### src/design/skis_pkg.sv
// ----------------------------------------------------------------------------
// Sorted key set package
// Shared constants and the link type passed between neighbouring cells.
// ----------------------------------------------------------------------------
package skis_pkg;

    localparam int DefCapacity = 64;
    localparam int KeyW        = 32;
    localparam int CntOutW     = 7;
    localparam int GroupSize   = 64;

    localparam logic FUNC_INSERT = 1'b0;
    localparam logic FUNC_FIND   = 1'b1;

    typedef struct packed {
        logic            valid;
        logic            sel;
        logic [KeyW-1:0] key;
    } t_cell_link;

endpackage

### src/design/skis_cell.sv
// ----------------------------------------------------------------------------
// Sorted key set cell
// Holds one key with its valid flag, compares it against the request key and
// takes either its own old key, its neighbour's key or the new key on insert.
// ----------------------------------------------------------------------------
module skis_cell
    import skis_pkg::*;
(
    input  logic            i_clk,
    input  logic            i_rst_n,
    input  t_cell_link      i_prev,
    input  logic            i_cmp,
    input  logic            i_ins,
    input  logic [KeyW-1:0] i_key,
    output t_cell_link      o_link,
    output logic            o_hit
);

    logic            r_valid;
    logic            r_sel;
    logic            r_hit;
    logic [KeyW-1:0] r_key;

    always_ff @(posedge i_clk) begin
        if (!i_rst_n) begin
            r_valid <= 1'b0;
            r_sel   <= 1'b0;
            r_hit   <= 1'b0;
        end else begin
            if (i_cmp) begin
                r_sel <= !r_valid || (r_key > i_key);
                r_hit <= r_valid && (r_key == i_key);
            end
            if (i_ins) begin
                r_valid <= r_valid | i_prev.valid;
            end
        end
    end

    always_ff @(posedge i_clk) begin
        if (i_ins) begin
            if (i_prev.sel) begin
                r_key <= i_prev.key;
            end else if (r_sel) begin
                r_key <= i_key;
            end
        end
    end

    assign o_link = '{valid: r_valid, sel: r_sel, key: r_key};
    assign o_hit  = r_hit;

endmodule

### config.mk
export PLATFORM = sky130hd
export DESIGN_NAME = skis_cell
export DESIGN_NICKNAME = d
export VERILOG_FILES = /design/src/design/skis_pkg.sv /design/src/design/skis_cell.sv
export SDC_FILE = /design/constraint.sdc
export NUM_CORES = 1
export LEC_CHECK = 0
export BUFFER_PORTS_ARGS = -buffer_cell sky130_fd_sc_hd__buf_2
export CORE_MARGIN = 10
export CORE_UTILIZATION = 45
export DETAILED_ROUTE_END_ITERATION = 16
export PLACE_DENSITY_LB_ADDON = 0.3
export SYNTH_ARGS = -nofsm -noshare
export SYNTH_HDL_FRONTEND = slang
export SYNTH_SLANG_ARGS = --single-unit
### constraint.sdc
create_clock -name i_clk -period 3.3 [get_ports i_clk]
set_input_delay 0.33 -clock i_clk [delete_from_list [all_inputs] [get_ports i_clk]]
set_output_delay 0.33 -clock i_clk [all_outputs]
set_load 0.01 [all_outputs]
### After elaboration in Yosys (flattened, before gate mapping)

Cells that the tools add are included.

| word-level totals | value |
|---|---|
| output and inout port bits | 35 |
| word-level logic and storage cells | 14 |
| bits in registers | 35 |

| cells by class | value |
|---|---|
| bitwise logic cells | 1 |
| eq/ne operators | 1 |
| multiplexer cells | 2 |
| reduce and logical (&&, ||, !) cells | 5 |
| order comparisons | 1 |

Operators by type and width:

| operator | number |
|---|---|
| two-way mux 32 bit | 2 |
| == test 32 bit | 1 |
| > comparator 32 bit | 1 |
| AND reduction 2 bit | 1 |
| nonzero test 2 bit | 1 |
| logical AND 1 bit | 1 |
| logical NOT 1 bit | 1 |
| logical OR 1 bit | 1 |
| bitwise OR 1 bit | 1 |

### Depth between registers and ports, before layout

| depth | value |
|---|---|
| depth after elaboration | 2 |
| mapped depth | 7 |
| depth with buffers taken out | 7 |

### Worst setup path after synthesis

No wires, ideal clock.

| path | value |
|---|---|
| kind | input to register |
| start | input i_prev[32] in the netlist's numbering |
| end | register r_key[0] (enable) |
| data required time | 2.909 ns |
| cell stages on the path | 3 |
| setup slack | 1.263 ns |
| arrival | 1.647 ns |
| buffers on the path | 2 |
| cell sequence | clkbuf_1 clkbuf_1 o21a_1 |

| on the way | value |
|---|---|
| longest elaborated chain between the ends | 2 |

Ends and longest elaborated chain:

| item | RTL line | source |
|---|---|---|
| from (decl) | skis_cell.sv:11 | `input t_cell_link i_prev,` |
| nonzero test 2 bit (no source line) | n/a |  |
| AND reduction 2 bit (no source line) | n/a |  |
| to (signal assigned) | skis_cell.sv:43 | `r_key <= i_prev.key;` |
| to (signal assigned) | skis_cell.sv:45 | `r_key <= i_key;` |
| to (decl) | skis_cell.sv:22 | `logic [KeyW-1:0] r_key;` |

No other way between the ends.
A chain may end at the register's enable or synchronous reset.

### Final worst setup path

| path | value |
|---|---|
| start | register r_key[14] |
| end | register r_sel |

| on the way | value |
|---|---|
| longest elaborated chain between the ends | 2 |

Ends and longest elaborated chain:

| item | RTL line | source |
|---|---|---|
| > comparator 32 bit | skis_cell.sv:31 | `r_sel <= !r_valid \|\| (r_key > i_key);` |
| logical OR 1 bit | skis_cell.sv:31 |  |
| to (signal assigned) | skis_cell.sv:31 |  |
| to (decl) | skis_cell.sv:20 | `logic r_sel;` |

No other way between the ends.

==> impl_metrics.tcl <==
set metrics [dict create \
    utilization_pct 60.7 \
    min_delay_worst_endpoint "r_valid" \
    cts_sinks 35 \
    worstSetupPathType "reg2reg" \
    grt_pass1_wl_um 9960 \
    finalMaxSlewViolations 0 \
    drive_gt1_share_pct 35.2 \
    fin_crit_sh_pct 56.1 \
    r2r_setup_slack_ns 1.45 \
    critPathLaunchType "register" \
    cts_setup_buffers 0 \
    hold_viol_final 0 \
    core_area_um2 4750 \
    first_iter_violations 70 \
    max_slew_margin_pct 50.2 \
    power.density_nw_per_um2 370 \
    dp_slack_ns 1.38 \
    layout.nets 433 \
    fin_ws_ns 1.45 \
    min_delay_path_depth 2 \
    syn_inst 227 \
    critPathRequiredTime_ns 3.51 \
    port_buffers 104 \
    seqCellArea_um2 1020 \
    die_h_um 90.4 \
    htreeDepth 2 \
    p_leak_uw 0.00143 \
    ys_types 31 \
    rsz0062_at_grt "no" \
    fin_tns_setup_ns 0 \
    start_util_pct 46.9 \
    fmax_mhz 540 \
    setup_violations 0 \
    rows 25 \
    fin_skew_ns 0.00440 \
    first_pass_iters 4 \
    antenna_found_initial 0 \
    final.fill_count 474 \
    ys_warn_count 0 \
    r2r_cells 6 \
    cts_resized 0 \
    syn-mean-instance-area_um2 9.82 \
    dp_hpwl_um 4990 \
    die-area_um2 8170 \
    maxCapViolations 0 \
    r2r_end "r_sel" \
    synth.yosys.seq_area_share_pct 45.8 \
    clockRootBuffer "clkbuf_8" \
    cts_buffers 5 \
    period_minus_slack_ns 1.85 \
    drt_wl_total_um 6010 \
    cp_data_arrival_time_ns 2.07 \
    diodes 0 \
    critical_path.max_fanout 3 \
    hold_class "in2reg" \
    grt_remaining_overflow 0 \
    postCtsHoldBufs 0 \
    grt_max_degree 64 \
    tritoncts "built" \
    grt_pass1_vias 2145 \
    min-delay-start "i_rst_n" \
    rr_startpoint "r_key[14]" \
    grt_use_total_pct 14.8 \
    worstMarginPinSlew_ns 0.747 \
    syn_nets 329 \
    area_growth_pct 29.6 \
    wl_per_cell_um 15.1 \
    multi_input_area_um2 1050 \
    dpl_cell_area_um2 2810 \
    ys_ff_latch 35 \
    gp_congestion 0.720 \
    vias 1956 \
    ant_nets 0 \
    holdWs_ns 0.284 \
    drcViolationCount 0 \
    chipWidth_um 90.4 \
    pin_count 105 \
    crit_path_end_kind "register" \
    status "completed" \
    ctsLongestPathBuffers 2 \
    synth_area_um2 2230 \
    avgViaCountPerCell 4.90 \
    final_cell_area_um2 2890 \
    clk_latency_ns 0.29 \
    ir_drop_mv 0.225 \
    clk_pin_slew_worst_paths_ns 0.07 \
]
[flip-flops by register name, indices dropped and copies added, names as in the netlist]
register and flops:
o_hit 1, r_key 32, r_sel 1, r_valid 1
[synth_stat cells]
master	instances	area share, %
a2111oi_0	1	0.39
a211o_1	1	0.39
a211oi_1	1	0.34
a21boi_0	1	0.34
a21boi_1	1	0.34
a21boi_2	1	0.51
a21o_1	3	1.0
a21oi_1	13	2.9
buf_1	2	0.34
buf_4	2	0.67
clkbuf_1	5	0.84
dfxtp_1	3	2.7
edfxtp_1	32	43
ha_1	32	18
inv_1	32	5.4
mux2_2	1	0.51
nand2_1	36	6.1
nand2b_1	1	0.28
nand3_1	6	1.3
nand4_1	5	1.4
nand4_2	1	0.56
nand4_4	1	0.95
nor2_1	2	0.34
nor2b_1	2	0.56
nor4_1	3	0.84
nor4_2	1	0.56
o211ai_1	2	0.67
o21a_1	2	0.67
o21ai_0	32	7.2
o2bb2ai_1	1	0.39
o41ai_1	1	0.39
[power breakdown]
part / total, uW / internal (uW) / switching [uW] / leakage, uW
clock network: 303 / 148 / 155 / 0.0000422
logic: 229 / 102 / 127 / 0.00105
registers: 536 / 521 / 15.1 / 0.000332
[logic make-up after synthesis]
logic type	count (synthesis)	share of synthesized area, %
compound gates	60	15.6
simple gates	58	12.9
buf+inv	41	7.24
flops	35	45.8
fa+ha+maj	32	18.0
mux	1	0.505
[how the worst max path moves through the flow]
stage | startpoint | end | cells past startpoint
after global placement | i_key[14] | r_sel | 8
final | r_key[14] | r_sel | 6
after floorplan | i_prev[32] | r_key[0] | 3
after detailed placement | i_key[14] | r_sel | 8
after global routing | r_key[11] | r_sel | 6
after CTS | r_key[14] | r_sel | 6
[stage by stage]
step / std cells / total power [uW]
final: 399 / 1070
after detailed placement: 391 / 779
after global placement: 391 / 769
after global routing: 399 / 1130
after floorplan: 227 / 677
after CTS: 399 / 1090
[worst max-delay path: stages (launching register included)]
cell and delay [ns]:
edfxtp_1 0.39, ha_1 0.36, nand4_2 0.15, nor4_2 0.40, a21boi_2 0.22, o41ai_1 0.10
a21oi_1 0.17
[final cells by class]
type / instances / share of cell area [%]
inverters: 32 / 4.16
flip-flops and latches: 35 / 35.4
repair buffers: 106 / 18.5
clock buffers: 7 / 2.64
well taps: 67 / 2.90
multi-input cells: 151 / 36.2
clock inverters: 1 / 0.173
[metal layers]
layer  vias to the layer above  track usage [%]  share of wire [%]  wire (um)
li1                       1016                -                  -          -
met1                       869             15.9                 42       2510
met2                        65             26.0                 49       2950
met3                         6             6.15                8.1        487
met4                         0             3.98                1.0         62
met5                         -                0                  0          0
[placed cells by master (no fill, tap or decap), types with 2 or more instances in the layout]
master    instances
nor2b_1           2
buf_4             2
nor4_1            3
a21o_1            3
o21a_1            2
nand2_1          36
edfxtp_1         32
clkbuf_1          2
nand3_1           6
o21ai_0          32
dfxtp_1           3
ha_1             32
a21oi_1          13
o211ai_1          2
nand4_1           5
nor2_1            2
clkbuf_8          5
buf_2           104
inv_1            32
No activity file was read; power rests on OpenSTA's default activity.
